**config.mk**
```make
export PLATFORM = sky130hd
export DESIGN_NAME = cmma_ram
export DESIGN_NICKNAME = d
export VERILOG_FILES = /design/src/sv/cmma_ram.sv
export SDC_FILE = /design/constraint.sdc
export NUM_CORES = 2
export LEC_CHECK = 0
export ABC_AREA = 0
export BUFFER_PORTS_ARGS = -buffer_cell sky130_fd_sc_hd__buf_4
export CAP_MARGIN = 20
export CORE_AREA = 2 2 552 554
export DETAILED_ROUTE_END_ITERATION = 10
export DIE_AREA = 0 0 554 556
export GPL_TIMING_DRIVEN = 1
export HOLD_SLACK_MARGIN = 0.08
export PLACE_DENSITY = 0.65
export SLEW_MARGIN = 30
export SYNTH_ARGS = -nofsm -noshare
export SYNTH_HDL_FRONTEND = slang
export SYNTH_SLANG_ARGS = --single-unit
```
**constraint.sdc**
```tcl
create_clock -name clk -period 5.15 [get_ports clk]
set_input_delay 1.03 -clock clk [delete_from_list [all_inputs] [get_ports clk]]
set_output_delay 1.03 -clock clk [all_outputs]
set_load 0.02 [all_outputs]
```
**src/sv/cmma_ram.sv**
```systemverilog
// Generic single-write, single-read RAM with registered read data.
// Self-contained; width and depth set by parameters.
`timescale 1ns / 1ps

module cmma_ram #(
  parameter int WIDTH = 32,
  parameter int DEPTH = 128,
  parameter int ADDR_W = (DEPTH > 1) ? $clog2(DEPTH) : 1
) (
  input  logic              clk,
  input  logic              we,
  input  logic [ADDR_W-1:0] waddr,
  input  logic [WIDTH-1:0]  wdata,
  input  logic              re,
  input  logic [ADDR_W-1:0] raddr,
  output logic [WIDTH-1:0]  rdata
);

  logic [WIDTH-1:0] mem_r [DEPTH];
  logic [WIDTH-1:0] rdata_r;

  always_ff @(posedge clk) begin
    if (we) begin
      mem_r[waddr] <= wdata;
    end
    if (re) begin
      rdata_r <= mem_r[raddr];
    end
  end

  assign rdata = rdata_r;

endmodule

```
### Yosys cells after proc, flatten, opt, wreduce, memory -nomap -nowiden

Memory sizes are Yosys's and may differ from the RTL's. A register that Yosys moved wholly into a read port is not among the register bits.
Index checks and enable logic that the tools add are counted.

* bits in registers: 0
* bits in writable memories: 4096
* bits of input ports: 49
* output and inout port bits: 32
* memories kept: 1

* multiplexer cells: 2

Memories
* mem_r: depth 128, bits a word 32, rd ports 1, clocked after memory_dff 1, wr ports 1, RTL line 19 `logic [WIDTH-1:0] mem_r [DEPTH];`

Operator list (count)
* $mux 1: 2

### Longest topological paths before layout

* depth after elaboration: 2
* mapped depth: 8
* gate-level depth less buffers: 4

### Worst setup path after synthesis

OpenSTA, ideal clock, no wires.

* kind: input port to flip-flop
* start point: input we
* end point: memory mem_r[98][0] (enable)
* arrival: 3.808 ns
* required time: 4.689 ns
* slack: 0.881 ns
* cell stages on the path: 3
* path buffers: 1
* cell sequence: clkbuf_1 -> nand4_1 -> nor3_1

* longest elaborated chain between the ends: 2

RTL lines
* start, declared: RTL line 11 `input logic we,`
* $mux 1: RTL line 23 `if (we) begin`
* $mux 1 (not written as such): RTL line 24 `mem_r[waddr] <= wdata;`
* end, declared: RTL line 19

No other way between the ends.

==> summary.md <==
| Metric | Value |
|---|---|
| Worst Path Max Fanout | 37 |
| Power Internal | 55.8 mW |
| Hold_buf cts | 0 |
| Switching share of total power | 0.213 |
| Total die area | 0.308 mm² |
| GRT Overall Usage | 0.272 |
| Final WL | 417 mm |
| Static Leakage | 55.2 nW |
| Setup TNS | 0 ps |
| Pwr Density | 395 mW/mm² |
| Worst slew margin | 0.320 |
| Final Hold Viols | 0 |
| Fmax | 272 MHz |
| Required time worst endpoint | 5810 ps |
| Start point of the critical path | raddr[0] |
| # setup viols final | 0 |
| Multi-input gate area | 0.0323 mm² |
| Cell variety after synth | 16 |
| Slew @ Worst Pin | 1020 ps |
| Avg Inst Size Synth | 26.1 µm² |
| Vias in the first global route | 71204 |
| Router iterations before antenna repair | 5 |
| Post-route ant nets | 0 |
| #FFs+latches synth | 4128 |
| Post-CTS sizing | 0 |
| Top-level I/O count | 81 |
| Post-Syn Area | 0.157 mm² |
| Std-Cell Rows | 202 |
| CTS tree | built |
| DRC Markers | 0 |
| Comb pwr share | 0.053 |
| HP Start | wdata[29] |
| I/O Buffers | 80 |
| Core area | 0.302 mm² |
| Worst setup EP type | flop |
| CP Capture Point | rdata[21] |
| Syn Nets | 6039 |
| Most common cell after layout, fill and taps aside | edfxtp_1 |
| Sw Pwr | 15.1 mW |
| DP HPWL | 237 mm |
| Clk_lat worst skew | 970 ps |
| Die height | 556 µm |
| Max H-tree Level | 5 |
| Worst r2r src | mem_r[42][27] |
| Maximum clock insertion buffer count | 4 |
| Seq/Total Area, Yosys | 0.792 |
| FILL cells | 20377 |
| Asr flop ratio synth | 0 |
| Worst reg-to-reg path cell count | 4 |
| Fin. max-slew vios | 0 |
| Clock Root Buffer | clkbuf_16 |
| Layout cells sized above 1 | 0.371 |
| Routed len/inst | 38.3 µm |
| Clock Skews | 65.1 ps |
| Clk slew on worst S/H paths | 60 ps |
| Peak VDD IR | 0.307 mV |
| Hold Crit Class | input port to flop |
| Reg-to-Reg End | rdata[27] |
| R2r setup slk | 2320 ps |
| Post-Synthesis Cells | 5990 |
| Clk pwr share | 0.421 |
| Part of the power in registers | 0.526 |
| Register Area | 0.124 mm² |
| Initial Util | 0.518 |
| EDFF count, synth | 4128 |
| Layout area overhead | 14.5% |
| Critical path class | input port to flop |
| Starting DRT DRC Count | 11345 |
| Remaining Overflow, GRT | 0 |
| Largest net degree at the start of global routing | 98 |
| Most frequent cells in the layout | edfxtp_1, mux4_2, clkbuf_16, buf_4, nor2_4 |
| First-pass GRT wire length | 576 mm |
| Startpoint types | input port |
| Period Utilization, post-route | 0.715 |
| Vias | 72434 |
| Nets | 6585 |
| GPL Wtd Cong | 0.834 |
| Worst Path Arrival | 4350 ps |
| Fin util | 0.593 |
| Setup bufs post-CTS | 0 |
| RSZ-0062 raised after global routing | no |
| Max Cap Viol | 0 |
| Via density | 6.65 |
| Synthesis warning total | 0 |
| Initial antenna violation count | 42 |
| Fin crit period | 3680 ps |
| Top_reg_cell synth | edfxtp_1 |
| Total CTS buffers | 402 |
| Clk sink count | 4128 |
| Die W | 554 µm |
| Status | complete, no violations |
state kept, by name (all words and copies together), names as in the netlist:
register  count
mem_r      4096
rdata        32
power groups by stage:
| stage | registers, mW | clock network (mW) | logic, mW |
|---|---|---|---|
| final | 37.2 | 29.8 | 3.79 |
| after global placement | 38.0 | 0 | 3.71 |
| after CTS | 37.3 | 30.1 | 3.78 |
| after floorplan | 37.9 | 0 | 1.79 |
| after global routing | 37.2 | 31.4 | 3.92 |
| after detailed placement | 38.0 | 0 | 3.78 |
routing by layer:
| layer | part of all wire | up-vias | track usage |
|---|---|---|---|
| met1 | 0.39 | 40001 | 0.402 |
| met3 | 0.11 | 481 | 0.0519 |
| met4 | 0.024 | 14 | 0.0590 |
| met5 | 0.00019 | - | 0 |
| li1 | - | 27593 | - |
| met2 | 0.48 | 4345 | 0.430 |
critical path, stage by stage:
cell and delay (ps):
buf_16 330, buf_12 260, buf_12 230, buf_4 210, mux4_2 520, mux4_2 650, mux4_2 670, mux2_2 330
layout make-up:
class	instances	share of cell area
clock buffers	467	0.0577
flip-flops and latches	4128	0.692
well taps	3978	0.0278
clock inverters	277	0.0168
repair buffers	458	0.0256
diodes	32	0.000447
multi-input cells	1546	0.180
worst min-delay path by stage:
| stage | endpoint | cells past startpoint |
|---|---|---|
| floorplan | mem_r[0][0] | 0 |
| CTS | mem_r[85][29] | 1 |
| global placement | rdata[20] | 4 |
| detailed placement | rdata[20] | 4 |
| finish | mem_r[85][29] | 1 |
| global route | mem_r[85][29] | 1 |
stage by stage:
step	power [mW]	worst slack, ps	area, µm²	hold slack, ps	cells
after floorplan	39.7	881	157000	1130	5990
after global placement	41.7	533	166000	1200	10102
after detailed placement	41.7	534	166000	1200	10104
after CTS	71.1	1520	179000	289	10848
after global routing	72.5	1450	179000	321	10861
final	70.8	1470	179000	354	10886
kinds of logic after synthesis:
family / Yosys count / synth area share
DFF: 4128 / 0.792
muxes: 1376 / 0.196
buffers and inverters: 316 / 0.00837
and+or+nand+nor: 170 / 0.00445
cell usage after synthesis (3+ instances only):
| cell | n | area [µm²] |
|---|---|---|
| clkbuf_1 | 182 | 683 |
| mux2_2 | 32 | 360 |
| mux4_2 | 1344 | 30300 |
| nand3_1 | 12 | 60.1 |
| nor3_1 | 9 | 45.0 |
| nand4_1 | 3 | 18.8 |
| nand2_1 | 14 | 52.6 |
| nor2b_1 | 7 | 43.8 |
| buf_1 | 50 | 188 |
| buf_4 | 3 | 22.5 |
| buf_2 | 79 | 395 |
| edfxtp_1 | 4128 | 124000 |
| nor2_1 | 122 | 458 |
(Power assumes the default switching activity.)
