$ cat config.mk
export PLATFORM = sky130hd
export DESIGN_NAME = cmma_rawwin
export DESIGN_NICKNAME = d
export VERILOG_FILES = /design/src/sv/cmma_pkg.sv /design/src/sv/cmma_rawwin.sv
export SDC_FILE = /design/constraint.sdc
export NUM_CORES = 1
export LEC_CHECK = 0
export ABC_CLOCK_PERIOD_IN_PS = 25800
export BUFFER_PORTS_ARGS = -buffer_cell sky130_fd_sc_hd__buf_2
export CAP_MARGIN = 20
export CORE_ASPECT_RATIO = 0.8
export CORE_MARGIN = 2
export CORE_UTILIZATION = 30
export CTS_BUF_LIST = sky130_fd_sc_hd__clkbuf_2 sky130_fd_sc_hd__clkbuf_4 sky130_fd_sc_hd__clkbuf_8
export CTS_CLUSTER_DIAMETER = 200
export DETAILED_ROUTE_END_ITERATION = 8
export GPL_TIMING_DRIVEN = 0
export HOLD_SLACK_MARGIN = 0.03
export MAX_ROUTING_LAYER = met4
export PLACE_DENSITY = 0.41
export SLEW_MARGIN = 20
export SYNTH_ARGS = -nofsm -noshare
export SYNTH_HDL_FRONTEND = slang
export SYNTH_SLANG_ARGS = --single-unit
$ cat constraint.sdc
create_clock -name clk -period 25.8 [get_ports clk]
set_input_delay 5.16 -clock clk [delete_from_list [all_inputs] [get_ports clk]]
set_output_delay 5.16 -clock clk [all_outputs]
set_load 0.05 [all_outputs]
$ cat src/sv/cmma_pkg.sv
// Shared types and constants for the clamp, map and moving-average filter.
// No dependencies; every other file of the block but cmma_ram uses this package.
`timescale 1ns / 1ps

package cmma_pkg;

  localparam int DATA_W    = 32;
  localparam int PROD_W    = 2 * DATA_W;
  localparam int HLEN_W    = 8;
  localparam int CFG_IDX_W = 3;

  typedef logic signed [DATA_W-1:0] word_t;
  typedef logic [CFG_IDX_W-1:0]     cfg_idx_t;

  localparam cfg_idx_t REG_HISTORY_LEN = 3'd0;
  localparam cfg_idx_t REG_GATE_ENABLE = 3'd1;
  localparam cfg_idx_t REG_MAP_ENABLE  = 3'd2;
  localparam cfg_idx_t REG_GATE_MIN    = 3'd3;
  localparam cfg_idx_t REG_GATE_MAX    = 3'd4;
  localparam cfg_idx_t REG_MAP_MIN     = 3'd5;
  localparam cfg_idx_t REG_MAP_MAX     = 3'd6;

  localparam logic [HLEN_W-1:0] HISTORY_LEN_RST = 8'd1;
  localparam logic              GATE_ENABLE_RST = 1'b1;
  localparam logic              MAP_ENABLE_RST  = 1'b0;
  localparam word_t             GATE_MIN_RST    = 32'sd0;
  localparam word_t             GATE_MAX_RST    = 32'sd65536;
  localparam word_t             MAP_MIN_RST     = 32'sd0;
  localparam word_t             MAP_MAX_RST     = 32'sd65536;

  typedef struct packed {
    logic              start;
    logic [DATA_W-1:0] a;
    logic [DATA_W-1:0] b;
  } mul_req_t;

  typedef struct packed {
    logic              done;
    logic [PROD_W-1:0] prod;
  } mul_rsp_t;

  typedef struct packed {
    logic              start;
    logic [PROD_W-1:0] dividend;
    logic [DATA_W-1:0] divisor;
  } div_req_t;

  typedef struct packed {
    logic              done;
    logic [DATA_W-1:0] quo;
  } div_rsp_t;

  typedef struct packed {
    logic  busy;
    word_t lo;
    word_t hi;
  } raw_sts_t;

endpackage

$ cat src/sv/cmma_rawwin.sv
// Raw sample window as a rotating shift line; min and max found one tap per cycle.
// Depends on cmma_pkg for the word type and the status struct.
`timescale 1ns / 1ps

module cmma_rawwin #(
  parameter int DEPTH = 20
) (
  input  logic               clk,
  input  logic               rst_n,
  input  logic               push,
  input  cmma_pkg::word_t    sample,
  output cmma_pkg::raw_sts_t sts
);

  import cmma_pkg::*;

  localparam int CNT_W = (DEPTH > 1) ? $clog2(DEPTH) : 1;

  word_t            win_r [DEPTH];
  word_t            head;
  word_t            lo_r;
  word_t            hi_r;
  logic [CNT_W-1:0] cnt_r;
  logic             busy_r;

  assign head = win_r[DEPTH-1];

  always_ff @(posedge clk) begin
    if (!rst_n) begin
      for (int i = 0; i < DEPTH; i++) begin
        win_r[i] <= '0;
      end
      busy_r <= 1'b0;
      cnt_r  <= '0;
    end else if (push) begin
      win_r[0] <= sample;
      for (int i = 1; i < DEPTH; i++) begin
        win_r[i] <= win_r[i-1];
      end
      busy_r <= 1'b1;
      cnt_r  <= '0;
    end else if (busy_r) begin
      win_r[0] <= win_r[DEPTH-1];
      for (int i = 1; i < DEPTH; i++) begin
        win_r[i] <= win_r[i-1];
      end
      cnt_r <= cnt_r + 1'b1;
      if (cnt_r == CNT_W'(DEPTH - 1)) begin
        busy_r <= 1'b0;
      end
    end
  end

  always_ff @(posedge clk) begin
    if (busy_r) begin
      if (cnt_r == '0) begin
        lo_r <= head;
        hi_r <= head;
      end else begin
        if (head < lo_r) begin
          lo_r <= head;
        end
        if (head > hi_r) begin
          hi_r <= head;
        end
      end
    end
  end

  assign sts.busy = busy_r;
  assign sts.lo   = lo_r;
  assign sts.hi   = hi_r;

endmodule

Word-level counts from Yosys, hierarchy flattened
Memories as Yosys holds them, arrays and structs flattened.
Cells that the tools add are included.
Widths: inputs -> output; s select.
{"block": "totals", "regBits": 70, "ramBits": 640, "in_bits": 35, "out_inout_bits": 65, "elab_cells": 111, "mem_count": 1}
{"block": "op_classes", "add_sub_neg": 1, "order_cmp": 2, "n_eq_ne": 1, "n_mux": 55, "bitwise_logic": 41, "n_reduce_logical": 6}
{"name": "win_r", "depth": 20, "word_bits": 32, "read_ports": 20, "rd_clocked_by_memory_dff": 0, "wr": 20, "line_no": "cmma_rawwin.sv:19", "rtl": "word_t win_r [DEPTH];"}
{"operator": "$mux 32", "count": 44}
{"operator": "$or 1x1->1", "count": 40}
{"operator": "$gt 32x32->1", "count": 1}
{"operator": "$lt 32x32->1", "count": 1}
{"operator": "$mux 1", "count": 11}
{"operator": "$add 5x1->5 const B", "count": 1}
{"operator": "$eq 5x5->1 const B", "count": 1}
{"operator": "$logic_not 5->1", "count": 1}
{"operator": "$reduce_and 2->1", "count": 2}
{"operator": "$reduce_bool 2->1", "count": 2}
{"operator": "$reduce_or 2->1", "count": 1}
{"operator": "$not 1->1", "count": 1}

Logic depth before layout (Yosys ltp)
{"block": "depth", "ltp_word": 5, "mapped_depth": 8, "ltp_nobuf": 8}

Least setup slack after synthesis
No wires, ideal clock.
{"block": "synth_timing", "kind": "input to register", "from": "input push", "to": "memory win_r[0][0] in the netlist's numbering, enable pin", "setup_time_ns": 1.089, "arrival_ns": 20.171, "required_time_ns": 24.711, "slack_ns": 4.540, "path_stages": 3, "path_buffers": 1, "path_cell_list": "buf_2 -> nand2b_1 -> nand2b_1"}
{"element": "from (decl)", "line_no": "cmma_rawwin.sv:10", "rtl": "input logic push,"}
{"element": "to (decl)", "line_no": "cmma_rawwin.sv:19"}

==> results.yml <==
status:
  outcome: "finished clean"
global_routing:
  antenna_found_initial: 2
  grt_max_degree: 59
  grtUsageTotal: 0.1232
  grt_pass1_vias: 13941
  grt_pass1_wl_microns: 84420
  overflow: 0
min_path:
  min_path_cells: 1
  min_path_type: "register to register"
  worst_hold_path.endpoint: "win_r[7][1]"
  hold_start: "win_r[6][1]"
clock_network:
  cts_tree: "yes"
  path_clk_slew_ns: 0.07
  htreeDepth: 3
  cts_sinks: 710
  clk_latency_ns: 0.72
  numCtsBuffers: 111
  ctsResizeCount: 0
  ctsHoldBuffers: 0
  clock_path_buffers: 3
  post-cts-setup-buffers: 0
  root_buffer: "clkbuf_8"
critical_path:
  path_buf_inv: 7
  cp.arrival_ns: 7.90
  reg2reg_slack_ns: 22.31
  r2r_end: "lo_r[4]"
  end_kind: "register"
  cp_cell_sequence: "buf_2 -> nand2b_1 -> nand2b_4 -> buf_16 -> buf_12 -> buf_16 -> buf_12 -> buf_12 -> buf_12"
  crit_path_max_fanout: 49
  crit_path_start_kind: "primary input"
  crit_path_max_incr_delay_ns: 0.37
  slowest_stage: "nand2b_4"
  cp_common_cell: "buf_12"
  critPathTopFamily: "buffers and inverters"
  critPathKind: "primary input to register"
  cp.required_ns: 26.20
  reg2reg_depth: 8
  r2r_start: "win_r[19][29]"
placed_design:
  place.gp.congestion: 0.8130
  io_buffer_count: 98
  place_hpwl_microns: 38610
  dp_worst_setup_slack_ns: 17.55
detailed_routing:
  vias: 13508
  drtAntennaViolNets: 0
  first_iter_violations: 843
  firstDrtPassIters: 4
  wl_per_cell_microns: 17.37
  wl_microns: 56310
  drc_errors: 0
  via_per_inst: 4.167
finish:
  seq_area_sq_um: 21260
  fillerInstances: 8729
  multiInputGateArea_sq_um: 5846
  nets: 2040
  syn_to_final_growth_pct: 16.48
  drive_above_1_share: 0.1455
floorplan:
  io_pins: 100
  die_w_microns: 343.4
  die_y_microns: 275.5
  die-area_sq_um: 94620
  initial_core_util: 0.3029
  num_rows: 99
  core_area_sq_um: 91290
sta:
  slew_headroom: 0.3435
  worst_pin_slew_ns: 0.9599
  fin_ws_ns: 18.30
  setup_viol: 0
  worst_hold_slack_ns: 0.4847
  fmax_mhz: 133.4
  slew_violations: 0
  min_period_ns: 7.497
  skew_ns: 0.03639
  finalHoldViolCount: 0
  finalCritPeriodShare: 0.2906
  rsz0062_at_grt: "false"
yosys:
  netlist_instances: 1713
  async_flop_share: 0
  synth_nets: 1813
  synth-main-ff-cell: "edfxtp_1"
  ys_warn_count: 0
  syn_area_sq_um: 27650
  synth-edff-count: 704
  synth.distinct_cells: 47
  synth_area_per_cell_sq_um: 16.14
  ys_seq_area_frac: 0.7690
  ys_seq_elements: 710
power:
  peakVddDrop_mv: 0.03324
  p_per_area_nw_per_um2: 77.28
  p_leak_nw: 12.73
run:
  maxCapViolCount: 0
-- worst register-to-register path: cells and delay by family (launching register included) --
family / cells / cell delay (ns)
adders and majority gates: 1 / 0.39
AOI/OAI and AO/OA: 3 / 0.99
buffers and inverters: 1 / 0.25
and+or+nand+nor: 3 / 0.97
DFF: 1 / 0.58
-- metal layers --
| layer | vias to the layer above | GRT usage | share of wire |
|---|---|---|---|
| met5 | - | - | 0 |
| met4 | 0 | 0.03861 | 0.022 |
| met3 | 111 | 0.02555 | 0.036 |
| met2 | 192 | 0.1708 | 0.43 |
| met1 | 6677 | 0.1795 | 0.52 |
| li1 | 6528 | - | - |
-- cell type report --
cell class	count	area share
antenna	2	0.0001554
multi-input combinational	854	0.1815
buffer	80	0.009597
tap	1212	0.04709
sequential	710	0.6602
inverter	69	0.008043
clock buffer	150	0.05692
timing repair buffer	114	0.02681
clock inverter	51	0.009674
-- cell families (layout without fill, tap and decap cells) --
logic type	after synthesis	count (layout)	share of synthesized area
muxes	1	1	0.0003621
other	0	2	0
and+or+nand+nor	695	695	0.1559
buffers and inverters	149	464	0.02055
AOI/OAI and AO/OA	89	89	0.02349
adders and majority gates	65	65	0.02942
DFF	710	710	0.7690
xor gates and xnor gates	4	4	0.001267
-- flip-flops by register name, summed over array words and instances (netlist names) --
name,cells
busy_r,1
hi_r,32
lo_r,32
win_r,640
cnt_r,5
-- power by group --
part	leakage [nW]	internal (mW)	switching [mW]
clock	1.12	0.490	0.439
sequential	7.96	1.36	0.0343
combinational	3.65	0.0522	0.110
total	12.7	1.91	0.583
-- worst max path at each step --
stage | cells after the start | endpoint | from | slack (ns)
4_1_cts | 9 | win_r[7][16] | push | 18.36
6_report | 9 | win_r[7][15] | push | 18.30
3_5_place_dp | 9 | win_r[7][15] | push | 17.55
3_3_place_gp | 3 | win_r[5][16] | push | -1.59
2_1_floorplan | 3 | win_r[0][0] | push | 4.54
5_1_grt | 9 | win_r[7][16] | push | 18.19
-- cell usage in the layout (no fill, tap or decap), types with 3 or more instances in the layout --
master and count:
clkinvlp_4 3, clkbuf_4 37, o21ai_0 6, buf_12 9
clkbuf_8 113, inv_8 3, xor2_1 3, nor2b_1 37
buf_2 102, and2_1 608, nand2_1 14, edfxtp_1 704
dfxtp_1 6, a22oi_1 33, buf_16 7, clkbuf_1 75
a21o_1 7, clkinv_1 36, nand4_1 13, clkinv_2 6
inv_1 69, nor2_1 8, a21oi_1 22, ha_1 65
bufinv_16 3
-- Yosys cell counts (2+ instances only) --
cell type / instances / share of area
ha_1: 65 / 0.029
clkbuf_1: 75 / 0.010
buf_2: 4 / 0.00072
xor2_1: 3 / 0.00095
a21o_1: 7 / 0.0019
a21oi_1: 22 / 0.0040
nand2b_1: 4 / 0.00090
nor2b_1: 37 / 0.0084
a2111oi_0: 2 / 0.00063
edfxtp_1: 704 / 0.76
o21a_1: 2 / 0.00054
nand4_1: 13 / 0.0029
o2111ai_1: 2 / 0.00063
dfxtp_1: 6 / 0.0043
and2_1: 608 / 0.14
nand3_1: 2 / 0.00036
nor2_1: 8 / 0.0011
inv_1: 69 / 0.0094
o21ai_0: 6 / 0.0011
and4_1: 2 / 0.00063
a22oi_1: 33 / 0.0090
nand2_1: 14 / 0.0019
-- metrics by stage --
step           total power, mW  setup TNS, ns  instance area (sq um)  std cells  utilization
2_1_floorplan            1.544              0                  27650       1713            -
3_3_place_gp             1.626        -931.47                  29650       3023       0.3248
3_5_place_dp             1.588              0                  30050       3039       0.3292
4_1_cts                  2.534              0                  32200       3240       0.3527
5_1_grt                  2.606              0                  32200       3240       0.3527
6_report                 2.489              0                  32200       3242       0.3528
No activity file was read; power rests on OpenSTA's default activity.
