--- src/sv/cmma_pkg.sv ---
// Shared types and constants for the clamp, map and moving-average filter.
// No dependencies; every other file of the block but cmma_ram uses this package.
`timescale 1ns / 1ps

package cmma_pkg;

  localparam int DATA_W    = 32;
  localparam int PROD_W    = 2 * DATA_W;
  localparam int HLEN_W    = 8;
  localparam int CFG_IDX_W = 3;

  typedef logic signed [DATA_W-1:0] word_t;
  typedef logic [CFG_IDX_W-1:0]     cfg_idx_t;

  localparam cfg_idx_t REG_HISTORY_LEN = 3'd0;
  localparam cfg_idx_t REG_GATE_ENABLE = 3'd1;
  localparam cfg_idx_t REG_MAP_ENABLE  = 3'd2;
  localparam cfg_idx_t REG_GATE_MIN    = 3'd3;
  localparam cfg_idx_t REG_GATE_MAX    = 3'd4;
  localparam cfg_idx_t REG_MAP_MIN     = 3'd5;
  localparam cfg_idx_t REG_MAP_MAX     = 3'd6;

  localparam logic [HLEN_W-1:0] HISTORY_LEN_RST = 8'd1;
  localparam logic              GATE_ENABLE_RST = 1'b1;
  localparam logic              MAP_ENABLE_RST  = 1'b0;
  localparam word_t             GATE_MIN_RST    = 32'sd0;
  localparam word_t             GATE_MAX_RST    = 32'sd65536;
  localparam word_t             MAP_MIN_RST     = 32'sd0;
  localparam word_t             MAP_MAX_RST     = 32'sd65536;

  typedef struct packed {
    logic              start;
    logic [DATA_W-1:0] a;
    logic [DATA_W-1:0] b;
  } mul_req_t;

  typedef struct packed {
    logic              done;
    logic [PROD_W-1:0] prod;
  } mul_rsp_t;

  typedef struct packed {
    logic              start;
    logic [PROD_W-1:0] dividend;
    logic [DATA_W-1:0] divisor;
  } div_req_t;

  typedef struct packed {
    logic              done;
    logic [DATA_W-1:0] quo;
  } div_rsp_t;

  typedef struct packed {
    logic  busy;
    word_t lo;
    word_t hi;
  } raw_sts_t;

endpackage

--- src/sv/cmma_mul.sv ---
// Bit-serial unsigned 32 x 32 shift-add multiplier, one multiplier bit per cycle.
// Depends on cmma_pkg for widths and the request and response structs.
`timescale 1ns / 1ps

module cmma_mul (
  input  logic               clk,
  input  logic               rst_n,
  input  cmma_pkg::mul_req_t req,
  output cmma_pkg::mul_rsp_t rsp
);

  import cmma_pkg::*;

  localparam int CNT_W = $clog2(DATA_W);

  logic [PROD_W-1:0] p_r;
  logic [PROD_W-1:0] p_nxt;
  logic [DATA_W-1:0] a_r;
  logic [CNT_W-1:0]  cnt_r;
  logic              busy_r;
  logic              done_r;
  logic [DATA_W:0]   psum;

  assign psum  = {1'b0, p_r[PROD_W-1:DATA_W]} + (p_r[0] ? {1'b0, a_r} : '0);
  assign p_nxt = {psum, p_r[DATA_W-1:1]};

  always_ff @(posedge clk) begin
    if (!rst_n) begin
      busy_r <= 1'b0;
      done_r <= 1'b0;
      cnt_r  <= '0;
    end else begin
      done_r <= 1'b0;
      if (req.start) begin
        busy_r <= 1'b1;
        cnt_r  <= '0;
      end else if (busy_r) begin
        cnt_r <= cnt_r + 1'b1;
        if (cnt_r == CNT_W'(DATA_W - 1)) begin
          busy_r <= 1'b0;
          done_r <= 1'b1;
        end
      end
    end
  end

  always_ff @(posedge clk) begin
    if (req.start) begin
      p_r <= {{DATA_W{1'b0}}, req.b};
      a_r <= req.a;
    end else if (busy_r) begin
      p_r <= p_nxt;
    end
  end

  assign rsp.done = done_r;
  assign rsp.prod = p_r;

endmodule

--- config.mk ---
export PLATFORM = sky130hd
export DESIGN_NAME = cmma_mul
export DESIGN_NICKNAME = d
export VERILOG_FILES = /design/src/sv/cmma_pkg.sv /design/src/sv/cmma_mul.sv
export SDC_FILE = /design/constraint.sdc
export NUM_CORES = 1
export LEC_CHECK = 0
export ABC_AREA = 1
export BUFFER_PORTS_ARGS = -buffer_cell sky130_fd_sc_hd__buf_2
export CORE_MARGIN = 3
export CORE_UTILIZATION = 40
export CTS_CLUSTER_SIZE = 24
export DETAILED_ROUTE_END_ITERATION = 16
export GPL_ROUTABILITY_DRIVEN = 0
export PLACE_DENSITY = 0.62
export REMOVE_ABC_BUFFERS = 1
export SYNTH_ARGS = -nofsm -noshare
export SYNTH_HDL_FRONTEND = slang
export SYNTH_SLANG_ARGS = --single-unit
--- constraint.sdc ---
create_clock -name clk -period 3.99 [get_ports clk]
set_input_delay 0.798 -clock clk [delete_from_list [all_inputs] [get_ports clk]]
set_output_delay 0.798 -clock clk [all_outputs]
set_load 0.02 [all_outputs]
Yosys cells after proc, flatten, opt, wreduce, memory -nomap -nowiden
Cells that the tools add are included.
{"block": "classes", "bitwise_logic": 2, "n_mux": 7, "n_eq_ne": 1, "reduce_logical": 3, "add_sub_neg": 2}
{"cell": "32-bit 2-to-1 mux", "count": 3}
{"cell": "32-bit by 32-bit adder with 33-bit output", "count": 1}
{"cell": "5-bit by 1-bit adder with 5-bit output, second input constant", "count": 1}
{"cell": "5-bit == test, second input constant", "count": 1}
{"cell": "1-bit 2-to-1 mux", "count": 4}
{"cell": "3-bit OR reduction", "count": 1}
{"cell": "1-bit inverter", "count": 2}
{"cell": "2-bit nonzero test", "count": 1}
{"cell": "2-bit OR reduction", "count": 1}
{"block": "word_totals", "regBits": 103, "in_bits": 67, "out_inout_bits": 65}

Depth between registers and ports, before layout
{"block": "depth", "word_depth": 4, "mapped_depth": 16, "ltp_nobuf": 15}

Worst setup path after synthesis
No wires, ideal clock.
{"block": "synth_path", "path_kind": "input to register", "startpoint": "in req[64] (netlist bit)", "endpoint": "reg p_r[0] (enable)", "setup_slack_ns": 1.723, "stages": 4, "setup_time_ns": 0.387, "arrival_time_ns": 1.881, "path_buffers": 2, "cell_sequence": "buf_2 -> nor2_1 -> buf_2 -> inv_1"}
{"block": "synth_between", "elab_chain_cells": 1}
{"element": "from (decl)", "line": "cmma_mul.sv:8", "rtl": "input cmma_pkg::mul_req_t req,"}
{"element": "2-bit nonzero test (no line)"}
{"element": "to (signal assigned)", "line": "cmma_mul.sv:49", "rtl": "p_r <= {{DATA_W{1'b0}}, req.b};"}
{"element": "to (signal assigned)", "line": "cmma_mul.sv:52", "rtl": "p_r <= p_nxt;"}
{"element": "to (decl)", "line": "cmma_mul.sv:16", "rtl": "logic [PROD_W-1:0] p_r;"}
No other way between the ends.
A chain may end at the register's enable or synchronous reset.

Final worst setup path
{"block": "layout_path", "startpoint": "reg p_r[0]", "endpoint": "reg p_r[55]"}
{"block": "layout_between", "elab_chain_cells": 2}
{"element": "32-bit 2-to-1 mux", "line": "cmma_mul.sv:24", "rtl": "assign psum = {1'b0, p_r[PROD_W-1:DATA_W]} + (p_r[0] ? {1'b0, a_r} : '0);"}
{"element": "32-bit by 32-bit adder with 33-bit output", "line": "cmma_mul.sv:24"}
No other way between the ends.

==> flow_metrics.tcl <==
set metrics [dict create \
    grt_overflow_total 0 \
    endpoint_of_the_worst_hold_path "cnt_r[3]" \
    max-cap-violations 0 \
    synth_edf_count 64 \
    timing.rr.end "p_r[55]" \
    whs_ns 0.471 \
    timing.critical_path.buf_inv 2 \
    antenna_found_initial 0 \
    die_width_um 132 \
    final_cell_mix "sky130_fd_sc_hd__nand2_1 (365), sky130_fd_sc_hd__inv_1 (161), sky130_fd_sc_hd__buf_2 (131)" \
    slew_headroom 0.544 \
    placementRows 45 \
    highest_layer "met4" \
    ys_async_sr_fraction 0 \
    grt_pass1_vias 5504 \
    netlist.top_cell.by_area "sky130_fd_sc_hd__edfxtp_1" \
    met3RoutedLength_um 1200 \
    worst-endpoint-required_ns 4.26 \
    whs_path_depth 2 \
    final.min_clock_period_ns 2.67 \
    global_route.usage.total 0.190 \
    cellLeakagePower_nw 4.30 \
    critPathMaxFanout 16 \
    layout-drive-gt1-share 0.176 \
    route.detailed.vias_per_inst 4.59 \
    worstPathCellList "nand2_1, inv_1, ha_1, fa_1, nand3_1, nand3_1, nand2_1, nand3_1, nand2_1, nand3_1, nand2_1, nand3_1, nand2_1, inv_1" \
    holdBufCountCts 0 \
    area_growth_pct 19.2 \
    yosys_register_bits 103 \
    route.antenna.remaining_nets 0 \
    post_synth_instance_area_sq_um 6370 \
    grt_max_degree 61 \
    setup_tns_ns 0 \
    vias_after_detailed_routing 5750 \
    wl_met1_um 8080 \
    final.setup_skew_ns 0.0111 \
    antennaDiodeCount 0 \
    floorplan.io_pins 132 \
    worstPathArrival_ns 2.94 \
    fin_cells 1252 \
    ctsRootBufferMaster "sky130_fd_sc_hd__clkbuf_16" \
    clk-insertion-delay-late_ns 0.36 \
    post-route-period-util 0.670 \
    wire_per_inst_um 13.1 \
    finalSetupViolCount 0 \
    tritoncts "built" \
    global_route_wire_length_before_repair_um 27000 \
    fmaxAchievable_ghz 0.374 \
    met2_length_um 6880 \
    yosys_warnings 0 \
    totalWireLength_um 16400 \
    die_height_um 132 \
    crit_type "reg -> reg" \
    primary_flip_flop_cell_chosen_by_synthesis_mapping "sky130_fd_sc_hd__edfxtp_1" \
    post_synth_inst_count 906 \
    nNetsFinal 1138 \
    cpMaxStageDelayCell "sky130_fd_sc_hd__edfxtp_1" \
    cts_post_setup_buffers_inserted 0 \
    h-tree-depth 3 \
    synth_cell_type_count 32 \
    port-buffer-count 131 \
    detailed_route_drc_error_count 0 \
    post_cts_gate_resize_count 0 \
    rsz_0062_raised_after_global_routing "false" \
    startpoint_type "flip-flop" \
    result_of_the_run "finished clean" \
    critical_path.reg2reg.startpoint "p_r[0]" \
    reg2reg_slack_ns 1.32 \
    timing.hold.worst.class "reg -> reg" \
    hold_path_startpoint "cnt_r[3]" \
    ff_to_ff_path_depth 14 \
    floorplan.die_area_sq_um 17500 \
    setup.worst_path.end_class "flip-flop" \
    numClockSinks 103 \
    clkTransAtPathRegs_ns 0.08 \
    vdd_drop_max_v 0.000265 \
    clock_path_buffers 2 \
    worst_slew_pin_slew_ns 0.683 \
    timing.critical_path.max_delay_family "simple AND/OR/NAND/NOR gates" \
    mean_instance_size_in_the_synthesized_netlist_sq_um 7.03 \
    dr.first_iter.drc_count 464 \
    power.density_nw_per_um2 385 \
    share_of_the_yosys_chip_area_belonging_to_registers 0.424 \
    cpPeakStageDelay_ns 0.64 \
    final_common_cell "sky130_fd_sc_hd__nand2_1" \
    synth_largest_type_area_fraction 0.302 \
    initial_core_util 0.414 \
    drt_first_pass_iters 5 \
    dp.cells 1236 \
    tritoncts.num_buffers 9 \
    core_region_sq_um 15400 \
    timing.final.hold_violations 0 \
    yosys-top-cells-area "sky130_fd_sc_hd__edfxtp_1 (30%), sky130_fd_sc_hd__nand2_1 (22%), sky130_fd_sc_hd__dfxtp_1 (12%)" \
    slew_violations 0 \
    dp_hpwl_um 12500 \
]
-- cell type report --
| cell class | count | area [sq um] |
|---|---|---|
| Timing Repair Buffer | 137 | 701 |
| Tap cell | 211 | 264 |
| Inverter | 162 | 608 |
| Clock inverter | 6 | 98.8 |
| Sequential cell | 103 | 2700 |
| Clock buffer | 10 | 239 |
| Multi-Input combinational cell | 623 | 2980 |
| Fill cell | 1532 | 7770 |
-- per-layer routing --
| layer | GRT usage | up-vias |
|---|---|---|
| met1 | 0.273 | 2510 |
| met2 | 0.287 | 171 |
| li1 | - | 3051 |
| met5 | 0 | - |
| met4 | 0.0548 | 0 |
| met3 | 0.0458 | 18 |
-- cells by family (layout without fill, tap and decap cells) --
kind of cell / count (synthesis) / count (layout) / synth area share
AOI/OAI and AO/OA: 62 / 62 / 0.0540
xor gates and xnor gates: 10 / 10 / 0.0137
adders and majority gates: 35 / 35 / 0.0699
and+or+nand+nor: 516 / 516 / 0.331
DFF: 103 / 103 / 0.424
buffers and inverters: 180 / 315 / 0.108
-- per-stage QoR --
stage                      util  power, mW  instance area (sq um)  setup slack [ns]
after floorplan               -       1.71                   6290              1.53
after global placement    0.472       1.93                   7260              1.36
after detailed placement  0.472       1.93                   7260              1.31
after CTS                 0.494       2.96                   7600              1.31
after global routing      0.494       3.07                   7600              1.09
final                     0.494       2.92                   7600              1.32
-- tightest hold or removal path, cell delays in order, from the launching register on --
cell and delay [ns]:
sky130_fd_sc_hd__dfxtp_1 0.31, sky130_fd_sc_hd__inv_1 0.06, sky130_fd_sc_hd__a21oi_1 0.06
-- state kept, by name, indices dropped and copies added, names as in the netlist --
| register | flops |
|---|---|
| cnt_r | 5 |
| busy_r | 1 |
| a_r | 32 |
| p_r | 64 |
| done_r | 1 |
-- synth_stat cells, types with 3 or more instances --
cell type and instances:
sky130_fd_sc_hd__buf_2 5, sky130_fd_sc_hd__ha_1 34, sky130_fd_sc_hd__nand2_1 365, sky130_fd_sc_hd__nand3_1 40, sky130_fd_sc_hd__nand2_2 12, sky130_fd_sc_hd__nor2_2 5
sky130_fd_sc_hd__a21oi_1 32, sky130_fd_sc_hd__nand4_1 3, sky130_fd_sc_hd__nor2_1 74, sky130_fd_sc_hd__dfxtp_1 39, sky130_fd_sc_hd__nand3_2 6, sky130_fd_sc_hd__edfxtp_1 64
sky130_fd_sc_hd__o21ai_0 14, sky130_fd_sc_hd__xnor2_1 9, sky130_fd_sc_hd__buf_1 4, sky130_fd_sc_hd__a32o_1 4, sky130_fd_sc_hd__o21ai_1 7, sky130_fd_sc_hd__clkbuf_1 8
sky130_fd_sc_hd__inv_1 161, sky130_fd_sc_hd__nor3_1 4, sky130_fd_sc_hd__or2_2 4
-- report_power, final --
group / internal (mW) / switching (mW)
Combinational: 0.215 / 0.397
Clock: 0.579 / 0.442
Sequential: 1.23 / 0.0573
Total: 2.03 / 0.896
-- worst max-delay path by stage --
stage | startpoint | to | cells past startpoint
2_1_floorplan | p_r[0] | p_r[55] | 14
3_3_place_gp | p_r[0] | p_r[55] | 14
3_5_place_dp | p_r[0] | p_r[55] | 14
4_1_cts | p_r[0] | p_r[55] | 14
5_1_grt | p_r[0] | p_r[55] | 14
6_report | p_r[0] | p_r[55] | 14
Note: power is estimated with default switching activity, not from simulation.
