## config.mk

```make
export PLATFORM = sky130hd
export DESIGN_NAME = cmma_div
export DESIGN_NICKNAME = d
export VERILOG_FILES = /design/src/sv/cmma_pkg.sv /design/src/sv/cmma_div.sv
export SDC_FILE = /design/constraint.sdc
export NUM_CORES = 1
export LEC_CHECK = 0
export BUFFER_PORTS_ARGS = -buffer_cell sky130_fd_sc_hd__buf_2
export CORE_MARGIN = 4
export CORE_UTILIZATION = 31
export DETAILED_ROUTE_END_ITERATION = 10
export PLACE_DENSITY = 0.49
export SETUP_SLACK_MARGIN = 0.4
export SYNTH_ARGS = -nofsm -noshare
export SYNTH_HDL_FRONTEND = slang
export SYNTH_SLANG_ARGS = --single-unit
```

## constraint.sdc

```tcl
create_clock -name clk -period 3.05 [get_ports clk]
set_clock_uncertainty 0.15 [all_clocks]
set_input_delay 0 -clock clk [delete_from_list [all_inputs] [get_ports clk]]
set_output_delay 0 -clock clk [all_outputs]
set_load 0.03 [all_outputs]
```

## src/sv/cmma_pkg.sv

```systemverilog
// Shared types and constants for the clamp, map and moving-average filter.
// No dependencies; every other file of the block but cmma_ram uses this package.
`timescale 1ns / 1ps

package cmma_pkg;

  localparam int DATA_W    = 32;
  localparam int PROD_W    = 2 * DATA_W;
  localparam int HLEN_W    = 8;
  localparam int CFG_IDX_W = 3;

  typedef logic signed [DATA_W-1:0] word_t;
  typedef logic [CFG_IDX_W-1:0]     cfg_idx_t;

  localparam cfg_idx_t REG_HISTORY_LEN = 3'd0;
  localparam cfg_idx_t REG_GATE_ENABLE = 3'd1;
  localparam cfg_idx_t REG_MAP_ENABLE  = 3'd2;
  localparam cfg_idx_t REG_GATE_MIN    = 3'd3;
  localparam cfg_idx_t REG_GATE_MAX    = 3'd4;
  localparam cfg_idx_t REG_MAP_MIN     = 3'd5;
  localparam cfg_idx_t REG_MAP_MAX     = 3'd6;

  localparam logic [HLEN_W-1:0] HISTORY_LEN_RST = 8'd1;
  localparam logic              GATE_ENABLE_RST = 1'b1;
  localparam logic              MAP_ENABLE_RST  = 1'b0;
  localparam word_t             GATE_MIN_RST    = 32'sd0;
  localparam word_t             GATE_MAX_RST    = 32'sd65536;
  localparam word_t             MAP_MIN_RST     = 32'sd0;
  localparam word_t             MAP_MAX_RST     = 32'sd65536;

  typedef struct packed {
    logic              start;
    logic [DATA_W-1:0] a;
    logic [DATA_W-1:0] b;
  } mul_req_t;

  typedef struct packed {
    logic              done;
    logic [PROD_W-1:0] prod;
  } mul_rsp_t;

  typedef struct packed {
    logic              start;
    logic [PROD_W-1:0] dividend;
    logic [DATA_W-1:0] divisor;
  } div_req_t;

  typedef struct packed {
    logic              done;
    logic [DATA_W-1:0] quo;
  } div_rsp_t;

  typedef struct packed {
    logic  busy;
    word_t lo;
    word_t hi;
  } raw_sts_t;

endpackage

```

## src/sv/cmma_div.sv

```systemverilog
// Restoring divider, 64 by 32 bits, one quotient bit per cycle.
// Requires dividend[63:32] < divisor; depends on cmma_pkg for structs and widths.
`timescale 1ns / 1ps

module cmma_div (
  input  logic               clk,
  input  logic               rst_n,
  input  cmma_pkg::div_req_t req,
  output cmma_pkg::div_rsp_t rsp
);

  import cmma_pkg::*;

  localparam int CNT_W = $clog2(DATA_W);

  logic [DATA_W-1:0] rem_r;
  logic [DATA_W-1:0] lo_r;
  logic [DATA_W-1:0] dvs_r;
  logic [CNT_W-1:0]  cnt_r;
  logic              busy_r;
  logic              done_r;
  logic [DATA_W:0]   trial;
  logic [DATA_W:0]   diff;
  logic              take;

  assign trial = {rem_r, lo_r[DATA_W-1]};
  assign diff  = trial - {1'b0, dvs_r};
  assign take  = trial >= {1'b0, dvs_r};

  always_ff @(posedge clk) begin
    if (!rst_n) begin
      busy_r <= 1'b0;
      done_r <= 1'b0;
      cnt_r  <= '0;
    end else begin
      done_r <= 1'b0;
      if (req.start) begin
        busy_r <= 1'b1;
        cnt_r  <= '0;
      end else if (busy_r) begin
        cnt_r <= cnt_r + 1'b1;
        if (cnt_r == CNT_W'(DATA_W - 1)) begin
          busy_r <= 1'b0;
          done_r <= 1'b1;
        end
      end
    end
  end

  always_ff @(posedge clk) begin
    if (req.start) begin
      rem_r <= req.dividend[PROD_W-1:DATA_W];
      lo_r  <= req.dividend[DATA_W-1:0];
      dvs_r <= req.divisor;
    end else if (busy_r) begin
      rem_r <= take ? diff[DATA_W-1:0] : trial[DATA_W-1:0];
      lo_r  <= {lo_r[DATA_W-2:0], take};
    end
  end

  assign rsp.done = done_r;
  assign rsp.quo  = lo_r;

endmodule

```

## Word-level counts from Yosys, hierarchy flattened

Index checks and enable logic that the tools add are counted.

| storage, ports and cells | value |
|---|---|
| register bits after elaboration | 103 |
| input bits | 99 |
| output and inout port bits | 33 |
| word-level logic and storage cells | 24 |

| operators by class | value |
|---|---|
| add/sub/neg operators | 2 |
| order comparisons | 1 |
| equality and inequality tests | 1 |
| multiplexer cells | 9 |
| bitwise operators | 2 |
| reduce and logical (&&, ||, !) cells | 3 |

Operators with widths:

| operator | number |
|---|---|
| 32-bit 2-to-1 mux | 5 |
| 33-bit by 32-bit greater-or-equal comparator with 1-bit output | 1 |
| 32-bit subtractor | 1 |
| 5-bit by 1-bit adder with 5-bit output (second input constant) | 1 |
| 5-bit == test (second input constant) | 1 |
| 1-bit 2-to-1 mux | 4 |
| 3-bit OR reduction | 1 |
| 1-bit NOT | 2 |
| 2-bit nonzero test | 1 |
| 2-bit OR reduction | 1 |

## Depth between registers and ports, before layout

Gate-level depths: netlist of the first run.

| depth | value |
|---|---|
| depth after elaboration | 4 |
| mapped depth | 14 |
| depth with buffers taken out | 13 |

## Worst setup path before layout of the first run

OpenSTA, ideal clock, no wires.

| timing | value |
|---|---|
| kind | reg2reg |
| start | reg lo_r[31] |
| end | reg rem_r[30] (data pin) |
| library setup time | 0.274 ns |
| arrival time | 2.908 ns |
| data required time | 2.626 ns |
| path slack | -0.282 ns |
| stages on the path, launching flop included | 14 |
| path buffers | 0 |
| clock period less this slack | 3.332 ns |
| path through | edfxtp_1 > inv_1 > ha_1 > inv_1 > fa_1 > a21o_1 > a221oi_1 > or3_4 > a2111oi_4 > a2111oi_2 > o21ai_0 > xor2_1 > nand2_1 > a31oi_1 |

| on the way | value |
|---|---|
| cells in the longest elaborated chain, start to end | 4 |
| elaborated cells on any way between the ends | 5 |

RTL lines:

| element | line | source |
|---|---|---|
| start, declared | cmma_div.sv:17 | `logic [DATA_W-1:0] lo_r;` |
| start signal, assigned | cmma_div.sv:53 | `lo_r <= req.dividend[DATA_W-1:0];` |
| start signal, assigned | cmma_div.sv:57 | `lo_r <= {lo_r[DATA_W-2:0], take};` |
| 32-bit subtractor / 33-bit by 32-bit greater-or-equal comparator with 1-bit output (equally long branches) | cmma_div.sv:27, cmma_div.sv:28 |  |
| 32-bit 2-to-1 mux * | cmma_div.sv:56 | `rem_r <= take ? diff[DATA_W-1:0] : trial[DATA_W-1:0];` |
| 32-bit 2-to-1 mux * | cmma_div.sv:55 | `end else if (busy_r) begin` |
| 32-bit 2-to-1 mux * | cmma_div.sv:51 | `if (req.start) begin` |
| end signal, assigned | cmma_div.sv:52 | `rem_r <= req.dividend[PROD_W-1:DATA_W];` |
| end signal, assigned | cmma_div.sv:56 |  |
| end, declared | cmma_div.sv:16 | `logic [DATA_W-1:0] rem_r;` |

Mark *: on every way between the ends. The rest lies on a longest branch, timed or not. The select of a mux whose other input is x is not followed.
A chain may end at the register's enable or synchronous reset.

## Worst setup path in the final report of the first run

| timing | value |
|---|---|
| start | reg rem_r[3] |
| end | reg rem_r[25] (data pin) |

| on the way | value |
|---|---|
| cells in the longest elaborated chain, start to end | 4 |
| elaborated cells on any way between the ends | 5 |

RTL lines:

| element | line |
|---|---|
| 32-bit subtractor / 33-bit by 32-bit greater-or-equal comparator with 1-bit output (equally long branches) | cmma_div.sv:27, cmma_div.sv:28 |
| 32-bit 2-to-1 mux * | cmma_div.sv:56 |
| 32-bit 2-to-1 mux * | cmma_div.sv:55 |
| 32-bit 2-to-1 mux * | cmma_div.sv:51 |

Marks and branches as above.

==> results of run 1 <==
-- cell usage after synthesis (3+ instances only) --
cell type  number
a211o_1         3
a21o_1         14
a21oi_1        34
a2bb2oi_1       3
a31oi_1        25
and3_1          3
and4_1          3
buf_2           4
buf_4           7
clkbuf_1       11
dfxtp_1         7
edfxtp_1       96
ha_1           34
inv_1          44
mux2_2         33
mux2i_1         7
nand2_1        61
nand3_1         8
nand4_1         4
nor2_1         42
nor3_1          5
o21a_1          3
o21ai_0        19
o21bai_1        3
o2bb2ai_1       3
xnor2_1        18
xor2_1          8
-- cell families (layout without fill, tap and decap cells) --
logic type,Yosys count,after routing,synth area share (%)
simple gates,145,145,11.1
compound gates,132,132,15.4
flops,103,103,50.3
buf+inv,66,395,4.64
mux,40,40,7.35
fa+ha+maj,35,35,7.42
xor+xnor,26,26,3.79
-- cell usage in the layout, fill, tap and decap left out, drive strengths merged, types with 4 or more instances in the layout --
cell	instances
edfxtp	96
xnor2	18
xor2	8
dfxtp	7
dlygate4sd3	98
nand4	4
nand2	61
ha	34
clkinv	5
a21oi	34
clkbuf	11
mux2i	7
o21ai	21
buf	235
nand3	8
a31oi	25
mux2	33
a21o	14
inv	45
nor3	6
nor2	43
-- power by group through the flow --
stage / registers [mW] / clock network (mW) / logic [mW]
6_report: 1.92 / 1.22 / 3.04
5_1_grt: 1.95 / 1.33 / 3.31
4_1_cts: 1.92 / 1.27 / 2.69
3_3_place_gp: 1.94 / 0 / 2.28
3_5_place_dp: 1.94 / 0 / 2.30
2_1_floorplan: 2.01 / 0 / 1.42
-- worst max-delay path, stage by stage (launching register included) --
cell and delay [ps]:
edfxtp_1 430, ha_4 270, a21o_1 200, a31oi_2 200, nand3_1 120, a221oi_2 320
o21ai_1 120, o31a_1 320, or2_4 330, buf_12 160, a311oi_2 200, a21oi_1 80
-- final cells by class --
cell class,count,area share [%]
timing repair buffer,335,27.1
clock buffer,9,2.35
tap,260,3.39
sequential,103,31.5
clock inverter,7,1.04
inverter,44,1.72
multi-input combinational,378,32.9
-- what timing repair did --
action,in CTS,in global routing
gates resized for setup,36,58
pin swaps,9,28
setup endpoints to repair,33,33
hold endpoints to repair,112,0
gates cloned,2,2
hold buffers,98,0
setup buffers,16,11
-- registers in the layout, summed over array words and instances, names as in the netlist --
register,count
cnt_r,5
lo_r,32
busy_r,1
dvs_r,32
rem_r,32
done_r,1
-- stage by stage --
stage / total power, mW / hold WS, ps / area, µm² / worst slack [ps]
global placement: 4.22 / 27.9 / 7570 / -175
floorplan: 3.43 / -51.1 / 6120 / -81.0
finish: 6.19 / 193 / 9600 / -116
global route: 6.59 / 180 / 9600 / -261
detailed placement: 4.23 / 28.1 / 7570 / -191
CTS: 5.88 / 181 / 9230 / -126
-- final timing paths --
check / from / end / slack, ps / depth (start not counted)
worst max-delay path: rem_r[3] / rem_r[25] / -120 / 11
worst min-delay path: req[5] / dvs_r[5] / 190 / 2
worst max register to register: rem_r[3] / rem_r[25] / -120 / 11
worst min register to register: cnt_r[4] / cnt_r[4] / 370 / 2
-- routing by layer --
layer	vias up	GRT usage, %	part of all wire (%)	wire, µm
met2	145	27.8	49	8540
met1	2564	19.7	45	7810
met4	0	3.49	1.0	181
met5	-	0	0	0
met3	15	3.52	4.6	796
li1	2669	-	-	-
==> impl_metrics.csv, run 1 <==
group,metric,value,unit
global_routing,grt_usage,15.7,%
global_routing,grt_pass1_wl,27900,µm
final_layout,diodes,0,
synth,synth.net_count,681,
routing,drt-total-wl,17300,µm
clock_tree,cts_buffer_depth,2,
worst_setup_path,crit_type,"reg -> reg",
final_layout,fin_nets,1005,
routing,ant_nets,0,
sta,finalSetupViolations,19,
min_path,hold_class,"in -> reg",
sta,drv_slew,0,
synth,synth.largest_area_cell,"edfxtp_1",
synth,synth_top_cell_area_share,48.0,%
synth,yosys_warnings,0,
synth,yosysSeqAreaShare,50.3,%
routing,drt-initial-drc-count,248,
floorplan,die_w,147,µm
worst_setup_path,required,2990,ps
power_and_ir_drop,p_per_area,644,mW/mm²
place,placed_cells,991,
final_layout,fin_util,50.8,%
final_layout,ff_latch_area,0.00302,mm²
synth,synth_edf_count,96,
floorplan,core-area,0.0189,mm²
floorplan,rows,50,
power_and_ir_drop,p_comb_share,49.2,%
flow_run,max-cap-violations,0,
power_and_ir_drop,clkPwrFrac,19.8,%
global_routing,first_global_vias,5784,
synth,ys_types,59,
synth,synthCells,547,
power_and_ir_drop,p_sw_share,35.7,%
status,violations,"negative setup slack",
power_and_ir_drop,p_sw,2.21,mW
clock_tree,cts_tree,"built",
power_and_ir_drop,ir_drop,351,µV
sta,fmax,0.316,GHz
routing,drc,0,
worst_setup_path,cp_max_fo,8,
sta,hold_viol_final,0,
synth,synth_flop_cell,"edfxtp_1",
routing,routedWlPerCell,15.3,µm
clock_tree,cts.sinks,103,
sta,rsz0062_at_grt,"yes",
power_and_ir_drop,p_int,3.98,mW
sta,maxSlewHeadroom,68.7,%
final_layout,nFillCells,1793,
place,gp_congestion,0.833,
worst_setup_path,start_kind,"register",
routing,via_count,5393,
final_layout,syn2layout_area_growth,59.8,%
floorplan,dieArea,0.0217,mm²
clock_tree,clk_pin_slew,80,ps
power_and_ir_drop,p_leak,4.10,nW
clock_tree,root_buffer,"clkbuf_16",
power_and_ir_drop,p_seq_share,31.1,%
sta,fin_ws,-116,ps
sta,tightest_slew,468,ps
sta,tns,-1260,ps
place,portBuffers,131,
clock_tree,cts_buffers,9,
synth,synth_seq_cells,103,
final_layout,layout-drive-gt1-share,42.4,%
synth,synth.avg_cell_area,11.0,µm²
synth,synth_area,0.00601,mm²
final_layout,multiInputGateArea,0.00316,mm²
global_routing,antenna_found_initial,0,
sta,finalCritPeriodShare,104,%
floorplan,die_y,147,µm
worst_setup_path,critPathArrivalTime,3110,ps
floorplan,io_pins,132,
worst_setup_path,end_kind,"register",
clock_tree,worstSkewPairLatency,370,ps
routing,post_drt_via_cell_ratio,4.75,
global_routing,overflow,0,
final_layout,final_cells,1136,
sta,period_needed,3170,ps
synth,async_flop_share,0,%
status,status,"finished with violations",
routing,drt_first_pass_iters,4,
clock_tree,cts_max_level,3,
floorplan,start_util,31.8,%
global_routing,grt_max_degree,65,
synth,synthTopCellsByArea,"edfxtp_1, ha_1, mux2_2",
place,hpwl,11800,µm
Note: power is estimated with default switching activity, not from simulation.
==> inputs of run 2 (changes only) <==
--- a/config.mk
+++ b/config.mk
@@ -7,9 +7,9 @@
 export LEC_CHECK = 0
 export BUFFER_PORTS_ARGS = -buffer_cell sky130_fd_sc_hd__buf_2
 export CORE_MARGIN = 4
-export CORE_UTILIZATION = 31
+export CORE_UTILIZATION = 50
 export DETAILED_ROUTE_END_ITERATION = 10
-export PLACE_DENSITY = 0.49
+export PLACE_DENSITY = 0.74
 export SETUP_SLACK_MARGIN = 0.4
 export SYNTH_ARGS = -nofsm -noshare
 export SYNTH_HDL_FRONTEND = slang
==> constraint.sdc (replaced) <==
create_clock -name clk -period 3.05 [get_ports clk]
set_clock_uncertainty 0.15 [all_clocks]
set_input_delay 0 -clock clk [delete_from_list [all_inputs] [get_ports clk]]
set_output_delay 0 -clock clk [all_outputs]
set_load 0.1 [all_outputs]
==> impl_metrics.csv, run 2 (synthesis gave the netlist of run 1 again) <==
group,metric,value,unit
power_and_ir_drop,total_power,6.45,mW
floorplan,die_w,118,µm
routing,routedWlPerCell,18.4,µm
worst_setup_path,crit_slowest_cell,"edfxtp_1",
final_layout,ff_latch_area,0.00302,mm²
power_and_ir_drop,p_sw_share,38.4,%
clock_tree,cts_buffers,9,
final_layout,final_cell_mix,"buf_2, dlygate4sd3_1, edfxtp_1, buf_4, nor2_1",
power_and_ir_drop,p_int,3.98,mW
global_routing,antenna_found_initial,1,
worst_setup_path,path_cells,"ha_4 > and4_4 > nand2_2 > or3_4 > a2111oi_4 > nor3_4 > o41ai_4 > a31oi_1 > nor4b_2 > nor3b_1",
sta,fin_ws,-150,ps
final_layout,layout-drive-gt1-share,41.9,%
floorplan,dieArea,0.0138,mm²
final_layout,fin_util,80.6,%
flow_run,max-cap-violations,0,
final_layout,syn2layout_area_growth,55.2,%
final_layout,multiInputGateArea,0.00314,mm²
worst_setup_path,r2r_slack,-150,ps
worst_setup_path,rr_worst_depth,10,
global_routing,grt_pass1_wl,30200,µm
worst_setup_path,required,3020,ps
min_path,hold_class,"in -> reg",
routing,post_drt_via_cell_ratio,5.51,
clock_tree,cts.sinks,103,
worst_setup_path,critPathArrivalTime,3170,ps
sta,hold_viol_final,0,
status,violations,"negative setup slack",
worst_setup_path,timing.rr.start,"rem_r[10]",
global_routing,grt_max_degree,49,
routing,via_count,5544,
final_layout,fin_nets,991,
final_layout,final_area,0.00932,mm²
place,portBuffers,131,
worst_setup_path,crit_type,"reg -> reg",
worst_setup_path,crit_path_start,"rem_r[10]",
global_routing,grt_usage,26.7,%
sta,tns,-1840,ps
clock_tree,clk_pin_slew,80,ps
worst_setup_path,critPathMaxStageDelay,430,ps
routing,drt_first_pass_iters,5,
floorplan,die_y,118,µm
place,place_area,0.00726,mm²
floorplan,start_util,51.9,%
power_and_ir_drop,ir_drop,508,µV
floorplan,rows,39,
worst_setup_path,start_kind,"register",
floorplan,core-area,0.0116,mm²
routing,ant_nets,0,
final_layout,top_regs,"dvs_r (32), lo_r (32), rem_r (32)",
clock_tree,worstSkewPairLatency,370,ps
status,status,"finished with violations",
power_and_ir_drop,p_per_area,692,mW/mm²
power_and_ir_drop,p_seq_share,30.1,%
clock_tree,root_buffer,"clkbuf_16",
global_routing,overflow,0,
sta,finalSetupViolations,29,
global_routing,first_global_vias,6063,
power_and_ir_drop,p_leak,4.05,nW
sta,maxSlewHeadroom,55.8,%
sta,fmax,0.313,GHz
routing,drt-initial-drc-count,429,
worst_setup_path,crit_end,"rem_r[28]",
clock_tree,cts_max_level,3,
worst_setup_path,end_kind,"register",
place,hpwl,11100,µm
final_layout,nFillCells,642,
worst_setup_path,reg2reg_to,"rem_r[28]",
clock_tree,cts_buffer_depth,2,
final_layout,final_common_cell,"buf_2",
clock_tree,cts_tree,"built",
sta,period_needed,3200,ps
routing,drt-total-wl,18500,µm
sta,finalCritPeriodShare,105,%
power_and_ir_drop,p_comb_share,51.2,%
power_and_ir_drop,clkPwrFrac,18.7,%
floorplan,io_pins,132,
place,gp_congestion,0.906,
sta,drv_slew,0,
sta,rsz0062_at_grt,"yes",
routing,drc,0,
sta,tightest_slew,662,ps
power_and_ir_drop,p_sw,2.48,mW
worst_setup_path,cp_max_fo,5,
sta,whs,26.6,ps
## run 2: changes by cell type in the layout (fill, tap and decap cells not counted), moves of 3 or more
cell / before / now
buf_4: 92 / 75
a31oi_1: 17 / 21
clkinv_8: 5 / 0
nand2_1: 38 / 31
ha_1: 23 / 26
o21ai_2: 1 / 4
ha_4: 10 / 7
buf_6: 4 / 8
o21ai_0: 12 / 9
nand2_2: 15 / 21
## run 2: how the worst min path moves through the flow
stage	from	cells after the start	end
after floorplan	req[0]	0	dvs_r[0]
after global placement	req[9]	1	dvs_r[9]
after detailed placement	req[24]	1	dvs_r[24]
after CTS	req[96]	1	dvs_r[5]
after global routing	req[96]	1	dvs_r[5]
final	req[96]	1	dvs_r[6]
## run 2: area by class of cell
class | count | area share [%]
sequential | 103 | 32.4
antenna | 1 | 0.0268
timing repair buffer | 321 | 26.9
tap | 143 | 1.92
multi-input combinational | 378 | 33.7
clock buffer | 10 | 2.68
inverter | 44 | 1.77
clock inverter | 6 | 0.577
## run 2: power groups by stage
stage                     clock (mW)  sequential (mW)  combinational [mW]
after floorplan                    0             2.24                1.40
after global placement             0             1.93                2.38
after detailed placement           0             1.93                2.42
after CTS                       1.22             1.93                2.99
after global routing            1.29             1.96                3.54
final                           1.21             1.94                3.31
## run 2: timing repair
item,in CTS,in global routing
gates resized for setup,68,38
buffers inserted,18,10
endpoints found under the hold margin,103,0
gates cloned,4,0
pin swaps,33,35
hold buffers,97,0
endpoints found under the setup margin,33,33
## run 2: metrics by stage
step                instances  setup WS (ps)
finish                   1006           -150
detailed placement        860           -219
floorplan                 547           -552
CTS                       995           -145
global placement          860          -97.2
global route             1006           -272
## run 2: worst max-delay path: cells and delay by family (launching register included)
family	cells	cell delay, ps
AND/OR/NAND/NOR	6	1150
flip-flops	1	430
adder cells (fa/ha/maj)	1	330
AO/OA/AOI/OAI	3	890
## run 2: routing by layer
metal,GRT usage (%),part of all wire (%),vias to the layer above
met5,0,0,-
met4,10.2,2.5,0
met3,8.99,7.4,38
met2,44.7,50,229
met1,31.8,40,2641
li1,-,-,2636
==> inputs of run 3 (changes only) <==
--- a/config.mk
+++ b/config.mk
@@ -8,7 +8,9 @@
 export BUFFER_PORTS_ARGS = -buffer_cell sky130_fd_sc_hd__buf_2
 export CORE_MARGIN = 4
 export CORE_UTILIZATION = 50
+export CTS_CLUSTER_DIAMETER = 60
 export DETAILED_ROUTE_END_ITERATION = 10
+export HOLD_SLACK_MARGIN = 0.12
 export PLACE_DENSITY = 0.74
 export SETUP_SLACK_MARGIN = 0.4
 export SYNTH_ARGS = -nofsm -noshare
==> impl_metrics.csv, run 3 (synthesis gave the netlist of run 1 again) <==
group,metric,value,unit
status,status,"finished with violations",
status,violations,"negative setup slack",
floorplan,rows,39,
power_and_ir_drop,p_per_area,692,mW/mm²
clock_tree,cts_buffers,9,
worst_setup_path,critPathMaxStageDelay,430,ps
routing,post_drt_via_cell_ratio,5.52,
floorplan,die_y,118,µm
routing,routedWlPerCell,18.4,µm
global_routing,top_usage_layer,"met2",
power_and_ir_drop,total_power,6.46,mW
power_and_ir_drop,clkPwrFrac,18.7,%
global_routing,grt_max_degree,49,
final_layout,fin_nets,992,
routing,drc,0,
worst_setup_path,end_kind,"register",
global_routing,grt_pass1_wl,30200,µm
power_and_ir_drop,p_int,3.98,mW
min_path,hold_class,"in -> reg",
clock_tree,cts_max_level,3,
global_routing,grt_usage,26.7,%
power_and_ir_drop,p_leak,4.05,nW
flow_run,max-cap-violations,0,
power_and_ir_drop,p_sw,2.48,mW
final_layout,top_regs,"dvs_r (32), lo_r (32), rem_r (32)",
sta,finalCritPeriodShare,105,%
clock_tree,clk_pin_slew,80,ps
power_and_ir_drop,p_comb_share,51.2,%
worst_setup_path,crit_type,"reg -> reg",
place,place_area,0.00726,mm²
clock_tree,cts_tree,"built",
sta,finalSetupViolations,29,
sta,fin_ws,-152,ps
sta,tns,-1950,ps
clock_tree,cts_buffer_depth,2,
worst_setup_path,start_kind,"register",
routing,ant_nets,0,
routing,drt-total-wl,18500,µm
clock_tree,root_buffer,"clkbuf_16",
sta,maxSlewHeadroom,56.0,%
worst_setup_path,crit_family,"simple AND/OR/NAND/NOR gates",
final_layout,nFillCells,642,
clock_tree,worstSkewPairLatency,370,ps
final_layout,final_cell_mix,"buf_2, dlygate4sd3_1, edfxtp_1, buf_4, nor2_1",
place,hpwl,11100,µm
floorplan,io_pins,132,
routing,via_count,5562,
floorplan,die_w,118,µm
global_routing,grt_use_met3,8.99,%
worst_setup_path,crit_buf_inv,0,
final_layout,final_area,0.00933,mm²
global_routing,overflow,0,
sta,tightest_slew,659,ps
floorplan,dieArea,0.0138,mm²
worst_setup_path,crit_slowest_cell,"edfxtp_1",
floorplan,start_util,51.9,%
worst_setup_path,cp_max_fo,5,
worst_setup_path,required,3020,ps
routing,drt-initial-drc-count,428,
global_routing,use_met2,44.7,%
clock_tree,cts.sinks,103,
final_layout,syn2layout_area_growth,55.3,%
place,gp_congestion,0.906,
global_routing,use_met1,31.8,%
worst_setup_path,critPathArrivalTime,3170,ps
sta,hold_viol_final,0,
global_routing,first_global_vias,6066,
sta,period_needed,3200,ps
power_and_ir_drop,ir_drop,508,µV
place,portBuffers,131,
final_layout,fin_util,80.7,%
power_and_ir_drop,p_seq_share,30.1,%
routing,drt_first_pass_iters,5,
sta,drv_slew,0,
final_layout,layout-drive-gt1-share,41.8,%
sta,fmax,0.312,GHz
global_routing,antenna_found_initial,1,
sta,whs,188,ps
floorplan,core-area,0.0116,mm²
final_layout,final_common_cell,"buf_2",
worst_setup_path,path_cells,"ha_4 > and4_4 > nand2_2 > or3_4 > a2111oi_4 > nor3_4 > o41ai_4 > a31oi_1 > nor4b_2 > nor3b_1",
power_and_ir_drop,p_sw_share,38.4,%
sta,rsz0062_at_grt,"yes",
==> run 3: area by class of cell <==
type / instances / area [µm²] / share of cell area [%]
antenna: 1 / 2.50 / 0.0268
clock buffer: 10 / 250 / 2.68
clock inverter: 6 / 53.8 / 0.577
inverter: 44 / 165 / 1.77
multi-input combinational: 378 / 3140 / 33.7
sequential: 103 / 3020 / 32.4
tap: 143 / 179 / 1.92
timing repair buffer: 322 / 2510 / 27.0
==> run 3: metal layers <==
metal | share of wire, % | wire, µm
met1 | 40 | 7480
met2 | 50 | 9190
met3 | 7.4 | 1370
met4 | 2.4 | 452
met5 | 0 | 0
==> run 3: worst paths after layout <==
kind,depth (start not counted),slack (ps),startpoint,endpoint
worst max-delay path,10,-150,rem_r[10],rem_r[28]
worst min-delay path,2,190,req[8],dvs_r[8]
worst max register to register,10,-150,rem_r[10],rem_r[28]
worst min register to register,2,370,cnt_r[4],cnt_r[4]
==> run 3: per-stage QoR <==
stage	cells	setup WS (ps)
2_1_floorplan	547	-552
3_3_place_gp	860	-97.2
3_5_place_dp	860	-219
4_1_cts	996	-145
5_1_grt	1007	-272
6_report	1007	-152
==> run 3: what timing repair did <==
item	CTS	global route
endpoints found under the setup margin	33	33
pin swaps	33	35
cloned	4	0
resized for setup	68	38
setup buffers	18	10
hold buffers	98	0
hold endpoints to repair	112	0
==> run 3: worst reg2reg max path, cell delays in order, from the launching register on <==
cell and delay [ps]:
edfxtp_1 430, ha_4 330, and4_4 240, nand2_2 70, or3_4 410, a2111oi_4 420
nor3_4 80, o41ai_4 280, a31oi_1 190, nor4b_2 270, nor3b_1 80
==> run 3: power groups by stage <==
| stage | Clock [mW] | Sequential, mW | Combinational [mW] |
|---|---|---|---|
| 6_report | 1.21 | 1.94 | 3.31 |
| 5_1_grt | 1.29 | 1.96 | 3.54 |
| 3_5_place_dp | 0 | 1.93 | 2.42 |
| 3_3_place_gp | 0 | 1.93 | 2.38 |
| 4_1_cts | 1.22 | 1.93 | 3.00 |
| 2_1_floorplan | 0 | 2.24 | 1.40 |
